File: src/hw/rtl/rpte_pkg.sv
// rpte_pkg: shared codes, payload structs and controller/datapath link types
// for the register protocol transaction engine. no dependencies.
package rpte_pkg;

   localparam int MAX_WORDS_DEFAULT = 32;

   // input command codes
   localparam logic [1:0] CMD_START = 2'd0;
   localparam logic [1:0] CMD_WDATA = 2'd1;
   localparam logic [1:0] CMD_RESP  = 2'd2;

   // result kinds
   localparam logic [1:0] KIND_REQ   = 2'd0;
   localparam logic [1:0] KIND_RDATA = 2'd1;
   localparam logic [1:0] KIND_CPL   = 2'd2;

   // completion status codes
   localparam logic [1:0] STATUS_OK       = 2'd0;
   localparam logic [1:0] STATUS_BAD_SIZE = 2'd1;
   localparam logic [1:0] STATUS_NO_SPACE = 2'd2;
   localparam logic [1:0] STATUS_REMOTE   = 2'd3;

   // request sizing
   localparam logic [15:0] MIN_BYTES       = 16'd4;
   localparam logic [16:0] WRITE_HDR_BYTES = 17'd12;
   localparam logic [16:0] READ_REQ_BYTES  = 17'd16;
   localparam logic [15:0] RX_POS_MAX      = 16'hFFFF;
   localparam logic [16:0] RSP_OVERHEAD    = 17'd3;

   typedef struct packed {
      logic [1:0]  command;
      logic [31:0] tid;
      logic [31:0] address;
      logic [15:0] transfer_bytes;
      logic        is_write;
      logic        posted;
      logic [15:0] tx_space_bytes;
      logic [31:0] data_word;
      logic        rx_last;
   } req_payload_type;

   typedef struct packed {
      logic [1:0]  kind;
      logic [31:0] word;
      logic        frame_end;
      logic [1:0]  status;
      logic [31:0] remote_code;
      logic        last;
   } rsp_payload_type;

   typedef enum logic [2:0] {
      EMIT_NONE,
      EMIT_CTX,
      EMIT_ADDR,
      EMIT_COUNT,
      EMIT_TAIL,
      EMIT_WDATA,
      EMIT_RDATA,
      EMIT_CPL
   } emit_sel_type;

   typedef enum logic [3:0] {
      ST_IDLE,
      ST_DECODE,
      ST_HDR0,
      ST_HDR1,
      ST_COUNT,
      ST_TAIL,
      ST_WDATA,
      ST_FETCH,
      ST_RDATA,
      ST_CPL
   } state_type;

   // controller -> datapath
   typedef struct packed {
      logic         capture;
      logic         exec;
      logic         fetch;
      logic         rd_clear;
      emit_sel_type emit;
      logic         emit_last;
      logic [1:0]   cpl_status;
   } ctl_type;

   // datapath -> controller
   typedef struct packed {
      logic [1:0] command;
      logic       bad_size;
      logic       no_space;
      logic       wdata_ok;
      logic       rsp_ok;
      logic       frame_done;
      logic       remote;
      logic       write_mode;
      logic       posted_mode;
      logic       tx_done;
      logic       rd_last;
      logic       out_free;
   } stat_type;

endpackage

File: src/hw/rtl/rpte_chan_if.sv
// rpte_chan_if: valid/ready channel carrying one payload struct per transfer.
// payload type is set by the instantiating level (rpte_pkg structs).
interface rpte_chan_if #(
   parameter type payload_type = logic
) ();
   logic        valid;
   logic        ready;
   payload_type payload;

   modport source (output valid, output payload, input ready);
   modport sink (input valid, input payload, output ready);
endinterface

File: src/hw/rtl/register_protocol_transaction_engine_core.sv
// register_protocol_transaction_engine_core: top level of the register
// transaction engine. depends on rpte_pkg, rpte_chan_if, rpte_controller, rpte_datapath.
//
//  channel   dir   modport   payload                       transfer when
//  req_if    in    sink      rpte_pkg::req_payload_type    valid & ready
//  rsp_if    out   source    rpte_pkg::rsp_payload_type    valid & ready
//
// one item at a time: accept, then decode and state update,
//   then each result in order while the output register drains
// read-data flush passes each word through the buffer read port, then emits it
// item without results goes from decode straight back to accept
// synchronous active-high reset; read buffer is not cleared, only filled
// output stall holds the sequencer in its current emit step
module register_protocol_transaction_engine_core #(
   parameter int MAX_WORDS = rpte_pkg::MAX_WORDS_DEFAULT
) (
   input logic         clock,
   input logic         reset,
   rpte_chan_if.sink   req_if,
   rpte_chan_if.source rsp_if
);

   // controller <-> datapath link
   rpte_pkg::ctl_type  ctl;
   rpte_pkg::stat_type stat;

   // sequencer: owns the request handshake and the emit order
   rpte_controller u_ctrl (
      .clock     (clock),
      .reset     (reset),
      .req_valid (req_if.valid),
      .req_ready (req_if.ready),
      .stat      (stat),
      .ctl       (ctl)
   );

   // transaction state, read buffer and output register
   rpte_datapath #(
      .MAX_WORDS (MAX_WORDS)
   ) u_dp (
      .clock       (clock),
      .reset       (reset),
      .req_payload (req_if.payload),
      .ctl         (ctl),
      .stat        (stat),
      .rsp_valid   (rsp_if.valid),
      .rsp_ready   (rsp_if.ready),
      .rsp_payload (rsp_if.payload)
   );

endmodule

File: src/hw/rtl/rpte_datapath.sv
// rpte_datapath: transaction state, size checks, read buffer memory and
// result output register. depends on rpte_pkg.
module rpte_datapath #(
   parameter int MAX_WORDS = rpte_pkg::MAX_WORDS_DEFAULT
) (
   input  logic                       clock,
   input  logic                       reset,
   input  rpte_pkg::req_payload_type  req_payload,
   input  rpte_pkg::ctl_type          ctl,
   output rpte_pkg::stat_type         stat,
   output logic                       rsp_valid,
   input  logic                       rsp_ready,
   output rpte_pkg::rsp_payload_type  rsp_payload
);

   localparam int CW = $clog2(MAX_WORDS + 1);
   localparam int AW = (MAX_WORDS > 1) ? $clog2(MAX_WORDS) : 1;
   localparam logic [16:0] MAX_BYTES = 17'(MAX_WORDS * 4);

   rpte_pkg::req_payload_type item_ff;
   logic             busy_ff, busy_in;
   logic             write_mode_ff, write_mode_in;
   logic             posted_mode_ff, posted_mode_in;
   logic [31:0]      context_ff, context_in;
   logic [31:0]      address_ff, address_in;
   logic [CW-1:0]    word_count_ff, word_count_in;
   logic [CW-1:0]    tx_sent_ff, tx_sent_in;
   logic [15:0]      rx_pos_ff, rx_pos_in;
   logic             header_ok_ff, header_ok_in;
   logic [CW-1:0]    rd_idx_ff, rd_idx_in;
   logic [31:0]      rd_data_ff;
   logic [31:0]      mem [MAX_WORDS];
   logic             mem_we;
   rpte_pkg::rsp_payload_type out_ff, out_in;
   logic             out_valid_ff, out_valid_in;

   logic [16:0]      size_ext;
   logic [16:0]      need_bytes;
   logic             bad_size;
   logic             no_space;
   logic [CW-1:0]    new_count;
   logic [CW-1:0]    tx_sent_inc;
   logic             wdata_ok;
   logic             rsp_ok;
   logic             header_next;
   logic [15:0]      buf_pos;
   logic [AW-1:0]    buf_idx;
   logic             buf_hit;
   logic [16:0]      frame_total;
   logic             frame_done;
   logic             out_free;

   // start checks
   assign size_ext   = {1'b0, item_ff.transfer_bytes};
   assign bad_size   = (item_ff.transfer_bytes[1:0] != 2'b00) ||
                       (item_ff.transfer_bytes < rpte_pkg::MIN_BYTES) ||
                       (size_ext > MAX_BYTES);
   assign need_bytes = item_ff.is_write ? size_ext + rpte_pkg::WRITE_HDR_BYTES
                                        : rpte_pkg::READ_REQ_BYTES;
   assign no_space   = {1'b0, item_ff.tx_space_bytes} < need_bytes;
   assign new_count  = CW'(item_ff.transfer_bytes >> 2);

   // write data
   assign wdata_ok    = busy_ff && write_mode_ff && (tx_sent_ff < word_count_ff);
   assign tx_sent_inc = tx_sent_ff + CW'(1);

   // response frame
   assign rsp_ok = busy_ff && !posted_mode_ff &&
                   (!write_mode_ff || (tx_sent_ff == word_count_ff));

   always_comb begin
      if (rx_pos_ff == 16'd0) begin
         header_next = (item_ff.data_word == context_ff);
      end else if (rx_pos_ff == 16'd1) begin
         header_next = header_ok_ff && (item_ff.data_word == address_ff);
      end else begin
         header_next = header_ok_ff;
      end
   end

   assign buf_pos     = rx_pos_ff - 16'd2;
   assign buf_idx     = buf_pos[AW-1:0];
   assign buf_hit     = !write_mode_ff && (rx_pos_ff >= 16'd2) &&
                        (buf_pos < 16'(word_count_ff));
   assign frame_total = {1'b0, rx_pos_ff} + 17'd1;
   assign frame_done  = item_ff.rx_last && header_next &&
                        (frame_total >= 17'(word_count_ff) + rpte_pkg::RSP_OVERHEAD);

   // state update on exec
   always_comb begin
      busy_in        = busy_ff;
      write_mode_in  = write_mode_ff;
      posted_mode_in = posted_mode_ff;
      context_in     = context_ff;
      address_in     = address_ff;
      word_count_in  = word_count_ff;
      tx_sent_in     = tx_sent_ff;
      rx_pos_in      = rx_pos_ff;
      header_ok_in   = header_ok_ff;
      mem_we         = 1'b0;
      if (ctl.exec) begin
         unique case (item_ff.command)
            rpte_pkg::CMD_START: begin
               busy_in      = 1'b0;
               rx_pos_in    = 16'd0;
               header_ok_in = 1'b0;
               tx_sent_in   = '0;
               if (!bad_size && !no_space) begin
                  write_mode_in  = item_ff.is_write;
                  posted_mode_in = item_ff.posted;
                  word_count_in  = new_count;
                  context_in     = item_ff.tid;
                  address_in     = {1'b0, item_ff.is_write, item_ff.address[31:2]};
                  busy_in        = item_ff.is_write || !item_ff.posted;
               end
            end
            rpte_pkg::CMD_WDATA: begin
               if (wdata_ok) begin
                  tx_sent_in = tx_sent_inc;
                  if ((tx_sent_inc == word_count_ff) && posted_mode_ff) begin
                     busy_in = 1'b0;
                  end
               end
            end
            rpte_pkg::CMD_RESP: begin
               if (rsp_ok) begin
                  mem_we = buf_hit;
                  if (item_ff.rx_last) begin
                     rx_pos_in    = 16'd0;
                     header_ok_in = 1'b0;
                     if (frame_done) begin
                        busy_in = 1'b0;
                     end
                  end else begin
                     header_ok_in = header_next;
                     if (rx_pos_ff != rpte_pkg::RX_POS_MAX) begin
                        rx_pos_in = rx_pos_ff + 16'd1;
                     end
                  end
               end
            end
            default: begin
            end
         endcase
      end
   end

   // read index walks the buffer during the flush
   always_comb begin
      rd_idx_in = rd_idx_ff;
      if (ctl.rd_clear) begin
         rd_idx_in = '0;
      end else if (ctl.emit == rpte_pkg::EMIT_RDATA) begin
         rd_idx_in = rd_idx_ff + CW'(1);
      end
   end

   // result register
   assign out_free = !out_valid_ff || rsp_ready;

   always_comb begin
      out_in             = out_ff;
      out_valid_in       = out_valid_ff && !rsp_ready;
      if (ctl.emit != rpte_pkg::EMIT_NONE) begin
         out_valid_in       = 1'b1;
         out_in.kind        = rpte_pkg::KIND_REQ;
         out_in.word        = 32'd0;
         out_in.frame_end   = 1'b0;
         out_in.status      = rpte_pkg::STATUS_OK;
         out_in.remote_code = 32'd0;
         out_in.last        = ctl.emit_last;
      end
      unique case (ctl.emit)
         rpte_pkg::EMIT_CTX:   out_in.word = context_ff;
         rpte_pkg::EMIT_ADDR:  out_in.word = address_ff;
         rpte_pkg::EMIT_COUNT: out_in.word = 32'(word_count_ff - CW'(1));
         rpte_pkg::EMIT_TAIL:  out_in.frame_end = 1'b1;
         rpte_pkg::EMIT_WDATA: out_in.word = item_ff.data_word;
         rpte_pkg::EMIT_RDATA: begin
            out_in.kind = rpte_pkg::KIND_RDATA;
            out_in.word = rd_data_ff;
         end
         rpte_pkg::EMIT_CPL: begin
            out_in.kind   = rpte_pkg::KIND_CPL;
            out_in.status = ctl.cpl_status;
            if (ctl.cpl_status == rpte_pkg::STATUS_REMOTE) begin
               out_in.remote_code = item_ff.data_word;
            end
         end
         default: begin
         end
      endcase
   end

   always_ff @(posedge clock) begin
      if (reset) begin
         busy_ff        <= 1'b0;
         write_mode_ff  <= 1'b0;
         posted_mode_ff <= 1'b0;
         word_count_ff  <= '0;
         tx_sent_ff     <= '0;
         rx_pos_ff      <= 16'd0;
         header_ok_ff   <= 1'b0;
         rd_idx_ff      <= '0;
         out_valid_ff   <= 1'b0;
      end else begin
         busy_ff        <= busy_in;
         write_mode_ff  <= write_mode_in;
         posted_mode_ff <= posted_mode_in;
         word_count_ff  <= word_count_in;
         tx_sent_ff     <= tx_sent_in;
         rx_pos_ff      <= rx_pos_in;
         header_ok_ff   <= header_ok_in;
         rd_idx_ff      <= rd_idx_in;
         out_valid_ff   <= out_valid_in;
      end
   end

   always_ff @(posedge clock) begin
      if (ctl.capture) begin
         item_ff <= req_payload;
      end
      context_ff <= context_in;
      address_ff <= address_in;
      out_ff     <= out_in;
   end

   // read buffer: one write port, one registered read port
   always_ff @(posedge clock) begin
      if (mem_we) begin
         mem[buf_idx] <= item_ff.data_word;
      end
      if (ctl.fetch) begin
         rd_data_ff <= mem[rd_idx_ff[AW-1:0]];
      end
   end

   assign stat.command     = item_ff.command;
   assign stat.bad_size    = bad_size;
   assign stat.no_space    = no_space;
   assign stat.wdata_ok    = wdata_ok;
   assign stat.rsp_ok      = rsp_ok;
   assign stat.frame_done  = frame_done;
   assign stat.remote      = item_ff.data_word != 32'd0;
   assign stat.write_mode  = write_mode_ff;
   assign stat.posted_mode = posted_mode_ff;
   assign stat.tx_done     = tx_sent_ff == word_count_ff;
   assign stat.rd_last     = (rd_idx_ff + CW'(1)) == word_count_ff;
   assign stat.out_free    = out_free;

   assign rsp_valid   = out_valid_ff;
   assign rsp_payload = out_ff;

   a_emit_when_free: assert property (@(posedge clock) disable iff (reset)
      (ctl.emit != rpte_pkg::EMIT_NONE) |-> out_free)
      else $error("result loaded while output register is occupied");

   a_tx_within_count: assert property (@(posedge clock) disable iff (reset)
      tx_sent_ff <= word_count_ff)
      else $error("sent write words exceed word count");

   a_idle_rx_clear: assert property (@(posedge clock) disable iff (reset)
      !busy_ff |-> (rx_pos_ff == 16'd0))
      else $error("response position left nonzero while idle");

endmodule

File: src/hw/rtl/rpte_controller.sv
// rpte_controller: sequencer that decodes each accepted item and steps the
// datapath through its result words. depends on rpte_pkg.
module rpte_controller (
   input  logic               clock,
   input  logic               reset,
   input  logic               req_valid,
   output logic               req_ready,
   input  rpte_pkg::stat_type stat,
   output rpte_pkg::ctl_type  ctl
);

   rpte_pkg::state_type state_ff, state_in;
   logic [1:0]          cpl_status_ff, cpl_status_in;

   always_ff @(posedge clock) begin
      if (reset) begin
         state_ff      <= rpte_pkg::ST_IDLE;
         cpl_status_ff <= rpte_pkg::STATUS_OK;
      end else begin
         state_ff      <= state_in;
         cpl_status_ff <= cpl_status_in;
      end
   end

   always_comb begin
      state_in       = state_ff;
      cpl_status_in  = cpl_status_ff;
      req_ready      = 1'b0;
      ctl.capture    = 1'b0;
      ctl.exec       = 1'b0;
      ctl.fetch      = 1'b0;
      ctl.rd_clear   = 1'b0;
      ctl.emit       = rpte_pkg::EMIT_NONE;
      ctl.emit_last  = 1'b0;
      ctl.cpl_status = cpl_status_ff;
      unique case (state_ff)
         rpte_pkg::ST_IDLE: begin
            req_ready   = 1'b1;
            ctl.capture = req_valid;
            if (req_valid) begin
               state_in = rpte_pkg::ST_DECODE;
            end
         end
         rpte_pkg::ST_DECODE: begin
            ctl.exec = 1'b1;
            state_in = rpte_pkg::ST_IDLE;
            unique case (stat.command)
               rpte_pkg::CMD_START: begin
                  if (stat.bad_size) begin
                     cpl_status_in = rpte_pkg::STATUS_BAD_SIZE;
                     state_in      = rpte_pkg::ST_CPL;
                  end else if (stat.no_space) begin
                     cpl_status_in = rpte_pkg::STATUS_NO_SPACE;
                     state_in      = rpte_pkg::ST_CPL;
                  end else begin
                     state_in = rpte_pkg::ST_HDR0;
                  end
               end
               rpte_pkg::CMD_WDATA: begin
                  if (stat.wdata_ok) begin
                     state_in = rpte_pkg::ST_WDATA;
                  end
               end
               rpte_pkg::CMD_RESP: begin
                  if (stat.rsp_ok && stat.frame_done) begin
                     if (stat.remote) begin
                        cpl_status_in = rpte_pkg::STATUS_REMOTE;
                        state_in      = rpte_pkg::ST_CPL;
                     end else if (!stat.write_mode) begin
                        cpl_status_in = rpte_pkg::STATUS_OK;
                        ctl.rd_clear  = 1'b1;
                        state_in      = rpte_pkg::ST_FETCH;
                     end else begin
                        cpl_status_in = rpte_pkg::STATUS_OK;
                        state_in      = rpte_pkg::ST_CPL;
                     end
                  end
               end
               default: begin
               end
            endcase
         end
         rpte_pkg::ST_HDR0: begin
            if (stat.out_free) begin
               ctl.emit = rpte_pkg::EMIT_CTX;
               state_in = rpte_pkg::ST_HDR1;
            end
         end
         rpte_pkg::ST_HDR1: begin
            if (stat.out_free) begin
               ctl.emit      = rpte_pkg::EMIT_ADDR;
               ctl.emit_last = stat.write_mode;
               state_in      = stat.write_mode ? rpte_pkg::ST_IDLE : rpte_pkg::ST_COUNT;
            end
         end
         rpte_pkg::ST_COUNT: begin
            if (stat.out_free) begin
               ctl.emit = rpte_pkg::EMIT_COUNT;
               state_in = rpte_pkg::ST_TAIL;
            end
         end
         rpte_pkg::ST_TAIL: begin
            if (stat.out_free) begin
               ctl.emit      = rpte_pkg::EMIT_TAIL;
               ctl.emit_last = !stat.posted_mode;
               if (stat.posted_mode) begin
                  cpl_status_in = rpte_pkg::STATUS_OK;
                  state_in      = rpte_pkg::ST_CPL;
               end else begin
                  state_in = rpte_pkg::ST_IDLE;
               end
            end
         end
         rpte_pkg::ST_WDATA: begin
            if (stat.out_free) begin
               ctl.emit      = rpte_pkg::EMIT_WDATA;
               ctl.emit_last = !stat.tx_done;
               state_in      = stat.tx_done ? rpte_pkg::ST_TAIL : rpte_pkg::ST_IDLE;
            end
         end
         rpte_pkg::ST_FETCH: begin
            ctl.fetch = 1'b1;
            state_in  = rpte_pkg::ST_RDATA;
         end
         rpte_pkg::ST_RDATA: begin
            if (stat.out_free) begin
               ctl.emit = rpte_pkg::EMIT_RDATA;
               state_in = stat.rd_last ? rpte_pkg::ST_CPL : rpte_pkg::ST_FETCH;
            end
         end
         rpte_pkg::ST_CPL: begin
            if (stat.out_free) begin
               ctl.emit      = rpte_pkg::EMIT_CPL;
               ctl.emit_last = 1'b1;
               state_in      = rpte_pkg::ST_IDLE;
            end
         end
         default: begin
            state_in = rpte_pkg::ST_IDLE;
         end
      endcase
   end

   a_decode_after_idle: assert property (@(posedge clock) disable iff (reset)
      (state_ff == rpte_pkg::ST_DECODE) |-> ($past(state_ff) == rpte_pkg::ST_IDLE))
      else $error("decode entered without an accepted item");

   a_cpl_is_last: assert property (@(posedge clock) disable iff (reset)
      (ctl.emit == rpte_pkg::EMIT_CPL) |-> ctl.emit_last)
      else $error("completion not marked as final result");

endmodule

File: src/flat_wrapper.sv
// flat-port wrapper written by rule: the top's interface ports become plain ports
module register_protocol_transaction_engine_core_flat import rpte_pkg::*;
#(
   parameter int MAX_WORDS = rpte_pkg::MAX_WORDS_DEFAULT
)
  (clock, reset, req_if_valid, req_if_payload, req_if_ready, rsp_if_valid, rsp_if_payload, rsp_if_ready);
  rpte_chan_if #(.payload_type(req_payload_type)) req_if_i ();
  rpte_chan_if #(.payload_type(rsp_payload_type)) rsp_if_i ();
  input logic clock;
  input logic reset;
  input wire logic [$bits(req_if_i.valid)-1:0] req_if_valid;
  input wire logic [$bits(req_if_i.payload)-1:0] req_if_payload;
  output wire logic [$bits(req_if_i.ready)-1:0] req_if_ready;
  output wire logic [$bits(rsp_if_i.valid)-1:0] rsp_if_valid;
  output wire logic [$bits(rsp_if_i.payload)-1:0] rsp_if_payload;
  input wire logic [$bits(rsp_if_i.ready)-1:0] rsp_if_ready;
  assign req_if_i.valid = req_if_valid;
  assign req_if_i.payload = req_if_payload;
  assign req_if_ready = req_if_i.ready;
  assign rsp_if_valid = rsp_if_i.valid;
  assign rsp_if_payload = rsp_if_i.payload;
  assign rsp_if_i.ready = rsp_if_ready;
  register_protocol_transaction_engine_core #(.MAX_WORDS(MAX_WORDS)) u_core (.clock(clock), .reset(reset), .req_if(req_if_i), .rsp_if(rsp_if_i));
endmodule
File: config.mk
export PLATFORM = sky130hd
export DESIGN_NAME = register_protocol_transaction_engine_core_flat
export DESIGN_NICKNAME = d
export VERILOG_FILES = /design/src/hw/rtl/rpte_pkg.sv /design/src/hw/rtl/rpte_chan_if.sv /design/src/hw/rtl/register_protocol_transaction_engine_core.sv /design/src/hw/rtl/rpte_datapath.sv /design/src/hw/rtl/rpte_controller.sv /design/src/flat_wrapper.sv
export SDC_FILE = /design/constraint.sdc
export NUM_CORES = 1
export LEC_CHECK = 0
export ABC_CLOCK_PERIOD_IN_PS = 13700
export BUFFER_PORTS_ARGS = -buffer_cell sky130_fd_sc_hd__buf_2
export CORE_MARGIN = 2
export CORE_UTILIZATION = 55
export CTS_CLUSTER_DIAMETER = 60
export CTS_CLUSTER_SIZE = 25
export DETAILED_ROUTE_END_ITERATION = 6
export HOLD_SLACK_MARGIN = 0.08
export PLACE_DENSITY = 0.75
export SLEW_MARGIN = 10
export SYNTH_ARGS = -nofsm -noshare
export SYNTH_HDL_FRONTEND = slang
export SYNTH_SLANG_ARGS = --single-unit
File: constraint.sdc
create_clock -name clock -period 13.7 [get_ports clock]
set_input_delay 1.37 -clock clock [delete_from_list [all_inputs] [get_ports clock]]
set_output_delay 1.37 -clock clock [all_outputs]
set_load 0.01 [all_outputs]
==> qor.yml, run 1 <==
finalCriticalPeriod_ns: 4.74
p_leak_nw: 18.8
synth_commonest_cells: "1287 x edfxtp_1, 320 x mux4_2, 94 x clkbuf_1, 90 x nor2_1, 86 x nand2_1"
critPathLaunchType: "register"
ff2ff_setup_slack_ns: 8.96
max_freq_ghz: 0.211
cap_viol_max_count: 0
cp.arrival_ns: 5.05
synth.cell_area_um2: 53800
status: "completed"
nets: 3110
irDropWorstVdd_mv: 0.166
synth_compound_area_share_pct: 3.16
r2r_cells: 9
design.portCount: 209
setup_viol: 0
cts_made_buffers: 87
cts-root-buf: "clkbuf_16"
seq_area_frac_synth_pct: 74.8
power.total_w: 0.00770
rsz0062_at_grt: "no"
hold-path-endpoint: "u_core.u_dp.address_ff[12]$_DFFE_PP_"
synth_edf_count: 1287
die_h_um: 317
cts_setup_buffers: 0
synth_fp_nets: 2863
drc: 0
clk_latency_ns: 0.70
drt_iter0_markers: 3683
drive_above_1_share_pct: 28.7
fin_hold_ws_ns: 0.418
rows: 114
max_slew_margin_pct: 15.5
yosys_register_bits: 1365
firstDrtPassIters: 5
synthTopCellsByArea: "edfxtp_1 72%, mux4_2 13%, dfxtp_1 2.9%"
synthDistinctLibCells: 72
hold_path_class: "reg -> reg"
syn_inst: 2678
grt_first_pass_wirelength_um: 182000
finalClockSkew_ns: 0.0572
coreArea_um2: 96900
worstSetupPathType: "reg -> reg"
h-tree-depth: 3
area_delta_synth_final_pct: 11.2
yosysMostFrequentCell: "edfxtp_1"
grt-ovfl-total: 0
hold_viol: 0
endpoint_kind: "register"
critPathMaxFanout: 19
grt_usage_pct: 25.2
synth_top_area_cell: "edfxtp_1"
crit_required_ns: 14.01
cts_buffer_depth: 3
grt_pass1_vias: 27400
ys_warn_count: 0
hpwl_um: 73000
clk_pin_slew_ns: 0.09
via_per_inst: 6.45
synth_top_family_by_area: "multiplexers"
io_buffers: 206
grt_max_degree: 113
synth-xor-area-share_pct: 1.92
muxShareOfSynthArea_pct: 14.3
setup_tns_ns: 0
syn_area_per_cell_um2: 20.1
regToRegStartpoint: "u_core.u_dp.word_count_ff[2]$_SDFFE_PP0P_"
drt-total-wl_um: 127000
slew_viol_final: 0
cts_tree: "done"
gp_congestion: 0.876
tightest_slew_ns: 1.27
worstHoldStart: "u_core.u_dp.item_ff[81]$_DFFE_PP_"
holdPathStages: 0
routedWlPerCell_um: 29.8
antenna_found_initial: 5
r2r-end: "u_core.u_dp.mem[5][27]$_DFFE_PP_"
cts.sinks: 1365
synth_top_area_share_pct: 71.9
post-route-period-util_pct: 34.6
p_per_area_nw_per_um2: 129
synthAdderAreaFrac_pct: 1.12
die_area_um2: 100000
synth_ff_type: "edfxtp_1"
die_w_um: 317
cts_resized: 0
async_flop_share_pct: 0
cts_hold_buffers: 0
start_util_pct: 55.5
synthSimpleGateAreaFrac_pct: 3.50
ant_nets: 0
route.vias.total: 27500
-- logic make-up (layout without fill, tap and decap cells) --
kind of cell | Yosys count | count (layout)
DFF | 1365 | 1365
buffers and inverters | 169 | 477
xor gates and xnor gates | 118 | 118
adders and majority gates | 48 | 48
muxes | 363 | 363
and+or+nand+nor | 376 | 376
AOI/OAI and AO/OA | 239 | 239
other | 0 | 5
-- worst max-delay path, cell delays in order, from the launching register on --
cell and delay, ns:
dfxtp_1 0.59, inv_1 0.20, ha_1 0.33, nand3_1 0.08, or2_2 0.35, a211oi_1 0.59, and4b_1 0.39, nand2_1 0.51
nor2_4 0.79, buf_4 0.49
-- metal layers --
layer | GRT usage, % | wire length (µm) | vias up | share of wire, %
met5 | 0 | 0 | - | 0
met4 | 8.77 | 4470 | 0 | 3.5
met3 | 3.56 | 9730 | 235 | 7.7
met2 | 41.4 | 64000 | 1427 | 50
met1 | 35.2 | 48900 | 14400 | 38
li1 | - | - | 11500 | -
-- flip-flops by register name (all words and copies together), names as in the netlist --
name and cells:
u_core.u_ctrl.cpl_status_ff 2, u_core.u_ctrl.state_ff 4, u_core.u_dp.address_ff 31, u_core.u_dp.busy_ff 1, u_core.u_dp.context_ff 32, u_core.u_dp.header_ok_ff 1, u_core.u_dp.item_ff 129, u_core.u_dp.mem 1024
u_core.u_dp.posted_mode_ff 1, u_core.u_dp.rd_data_ff 32, u_core.u_dp.rd_idx_ff 6, u_core.u_dp.rsp_payload 70, u_core.u_dp.rsp_valid 1, u_core.u_dp.rx_pos_ff 16, u_core.u_dp.stat 2, u_core.u_dp.tx_sent_ff 6
u_core.u_dp.word_count_ff 6, u_core.u_dp.write_mode_ff 1
-- layout by cell type, fill, tap and decap left out, drive strengths merged, types with 7 or more instances in the layout --
master     n
or3       10
xor2      80
a21oi     58
o211ai     7
a22o      32
nor3      25
ha        48
a21o      10
nand2     86
nor4      39
buf      288
inv       66
a22oi     61
nand2b     8
edfxtp  1287
mux2      39
nand3     62
or2        8
o21ai     24
clkbuf    94
mux4     320
nand4     18
dfxtp     78
nor2      90
clkinv    25
xnor2     38
-- layout make-up --
cell class | count | area [µm²]
sequential | 1365 | 40200
tap | 1276 | 1600
clock inverter | 57 | 761
timing repair buffer | 289 | 1680
inverter | 38 | 143
multi-input combinational | 1144 | 13200
fill | 6463 | 37000
antenna | 5 | 12.5
clock buffer | 93 | 2210
-- stage by stage --
| step | utilization, % | area [µm²] | instances | worst slack, ns |
|---|---|---|---|---|
| finish | 61.8 | 59800 | 4267 | 8.96 |
| global route | 61.7 | 59800 | 4266 | 8.70 |
| CTS | 61.7 | 59800 | 4261 | 8.99 |
| detailed placement | 58.6 | 56800 | 4111 | 9.07 |
| global placement | 58.6 | 56800 | 4111 | 9.09 |
| floorplan | - | 53800 | 2678 | 0.663 |
-- worst max-delay path by stage --
stage | from | end | slack (ns) | cells past startpoint
6_report | u_core.u_dp.word_count_ff[2]$_SDFFE_PP0P_ | u_core.u_dp.mem[5][27]$_DFFE_PP_ | 8.96 | 9
5_1_grt | u_core.u_ctrl.state_ff[0]$_SDFFE_PP0P_ | u_core.u_dp.mem[5][27]$_DFFE_PP_ | 8.70 | 8
4_1_cts | u_core.u_dp.word_count_ff[5]$_SDFFE_PP0P_ | u_core.u_dp.mem[5][27]$_DFFE_PP_ | 8.99 | 9
3_5_place_dp | u_core.u_dp.word_count_ff[3]$_SDFFE_PP0P_ | u_core.u_dp.mem[7][0]$_DFFE_PP_ | 9.07 | 9
3_3_place_gp | u_core.u_dp.word_count_ff[3]$_SDFFE_PP0P_ | u_core.u_dp.mem[6][0]$_DFFE_PP_ | 9.09 | 9
2_1_floorplan | u_core.u_dp.item_ff[53]$_DFFE_PP_ | u_core.u_dp.address_ff[0]$_DFFE_PP_ | 0.66 | 15
-- power by group --
| group | internal, W | total [W] | switching, W | leakage [nW] |
|---|---|---|---|---|
| Clock | 0.00128 | 0.00279 | 0.00151 | 1.42 |
| Sequential | 0.00462 | 0.00465 | 0.0000254 | 12.3 |
| Combinational | 0.0000785 | 0.000260 | 0.000181 | 5.09 |
| Total | 0.00599 | 0.00770 | 0.00172 | 18.8 |
(Power assumes the default switching activity.)
==> run 2, diff against run 1 <==
--- a/config.mk
+++ b/config.mk
@@ -5,7 +5,7 @@
 export SDC_FILE = /design/constraint.sdc
 export NUM_CORES = 1
 export LEC_CHECK = 0
-export ABC_CLOCK_PERIOD_IN_PS = 13700
+export ABC_CLOCK_PERIOD_IN_PS = 4000
 export BUFFER_PORTS_ARGS = -buffer_cell sky130_fd_sc_hd__buf_2
 export CORE_MARGIN = 2
 export CORE_UTILIZATION = 55
==> constraint.sdc (replaced) <==
create_clock -name clock -period 4 [get_ports clock]
set_input_delay 0.4 -clock clock [delete_from_list [all_inputs] [get_ports clock]]
set_output_delay 0.4 -clock clock [all_outputs]
set_load 0.01 [all_outputs]
==> qor.yml, run 2 (synthesized netlist as in run 1, its figures left out) <==
grt-ovfl-total: 0
start_util_pct: 55.5
cts_buffer_depth: 3
clk_latency_ns: 0.70
hpwl_um: 78300
worstSetupPathType: "reg -> reg"
max_slew_margin_pct: 41.5
holdPathStages: 3
die_area_um2: 100000
r2r-end: "u_core.u_ctrl.state_ff[0]$_SDFFE_PP0P_"
power.total_w: 0.0269
place_ws_ns: 0.367
tightest_slew_ns: 0.875
irDropWorstVdd_mv: 0.460
p_leak_nw: 19.9
place_area_um2: 57800
regToRegStartpoint: "u_core.u_dp.item_ff[58]$_DFFE_PP_"
antenna_found_initial: 2
cp.arrival_ns: 4.32
critPathMaxFanout: 5
setup_tns_ns: 0
grt_pass1_vias: 29300
rsz0062_at_grt: "no"
max_freq_ghz: 0.270
drc: 0
endpoint: "u_core.u_ctrl.state_ff[0]$_SDFFE_PP0P_"
finalCriticalPeriod_ns: 3.70
die_w_um: 317
max_flop_register: "u_core.u_dp.mem"
finalClockSkew_ns: 0.0401
coreArea_um2: 96900
cts_tree: "done"
status: "completed"
gp_congestion: 0.909
fin_area_um2: 62200
crit_start: "u_core.u_dp.item_ff[58]$_DFFE_PP_"
drt_iter0_markers: 3980
grt_usage_pct: 27.1
routedWlPerCell_um: 30.4
final_common_cell: "edfxtp_1"
r2r_cells: 16
drive_above_1_share_pct: 29.1
crit_required_ns: 4.61
slew_viol_final: 0
die_h_um: 317
area_delta_synth_final_pct: 15.7
route.vias.total: 29000
cts_setup_buffers: 0
design.portCount: 209
largest_register_ffs: 1024
p_per_area_nw_per_um2: 432
final_cell_mix: "1287 x edfxtp_1, 320 x mux4_2, 206 x buf_2"
via_per_inst: 6.51
cts.sinks: 1365
io_buffers: 206
endpoint_kind: "register"
hold_viol: 0
ant_nets: 0
nets: 3298
clk_pin_slew_ns: 0.09
grt_max_degree: 89
setup_viol: 0
post-route-period-util_pct: 92.6
cts_made_buffers: 86
grt_first_pass_wirelength_um: 196000
cap_viol_max_count: 0
cts-root-buf: "clkbuf_16"
ff2ff_setup_slack_ns: 0.30
firstDrtPassIters: 6
critPathLaunchType: "register"
rows: 114
hold_path_class: "in -> reg"
finalWorstSetupSlack_ns: 0.298
h-tree-depth: 3
drt-total-wl_um: 135000
run 2: power breakdown:
part | internal, W | switching (W) | total (W)
logic | 0.000377 | 0.000660 | 0.00104
clock network | 0.00467 | 0.00523 | 0.00990
registers | 0.0158 | 0.000126 | 0.0160
total | 0.0209 | 0.00602 | 0.0269
run 2: what timing repair did:
item / in CTS / in global routing
resized for setup: 0 / 0
hold buffers: 131 / 0
hold endpoints to repair: 131 / 0
run 2: critical path, cell delays in order, from the launching register on:
cell and delay, ns:
edfxtp_1 0.44, and3_1 0.23, and3_1 0.23, and4_1 0.25, nand3_1 0.10, xnor2_1 0.18, nand2_1 0.08, ha_1 0.33
o21ai_0 0.26, nor2_1 0.09, nand2_1 0.08, a21oi_1 0.05, a221oi_2 0.43, buf_4 0.21, a21oi_1 0.07, nor4_1 0.38
o311a_1 0.23
run 2: worst min-delay path by stage:
stage                                             startpoint                                   end  slack (ns)
after floorplan            u_core.u_dp.item_ff[69]$_DFFE_PP_   u_core.u_dp.address_ff[0]$_DFFE_PP_        0.40
after global placement     u_core.u_dp.item_ff[94]$_DFFE_PP_  u_core.u_dp.address_ff[25]$_DFFE_PP_        0.40
after detailed placement  u_core.u_dp.item_ff[118]$_DFFE_PP_  u_core.u_dp.context_ff[19]$_DFFE_PP_        0.40
after CTS                                       rsp_if_ready      u_core.u_dp.rsp_valid$_SDFF_PP0_        0.20
after global routing                            rsp_if_ready      u_core.u_dp.rsp_valid$_SDFF_PP0_        0.27
final                                           rsp_if_ready      u_core.u_dp.rsp_valid$_SDFF_PP0_        0.25
run 2: per-stage QoR:
step	util (%)	hold slack (ns)	std cells
2_1_floorplan	-	0.400	2678
4_1_cts	64.2	0.201	4453
5_1_grt	64.2	0.274	4454
3_3_place_gp	59.7	0.404	4170
3_5_place_dp	59.7	0.405	4170
6_report	64.2	0.247	4454
run 2: metal layers:
layer / GRT usage [%] / vias up / routed length (µm)
met3: 4.39 / 322 / 12100
met2: 44.9 / 1817 / 68300
met5: 0 / - / 15
met4: 10.7 / 2 / 5590
li1: - / 11900 / -
met1: 36.4 / 15000 / 49300
run 2: final cells by class:
class | instances | area, µm²
Timing Repair Buffer | 478 | 3960
Antenna cell | 1 | 2.50
Clock buffer | 92 | 2260
Inverter | 38 | 143
Clock inverter | 60 | 821
Multi-Input combinational cell | 1144 | 13200
Fill cell | 6022 | 34600
Tap cell | 1276 | 1600
Sequential cell | 1365 | 40200
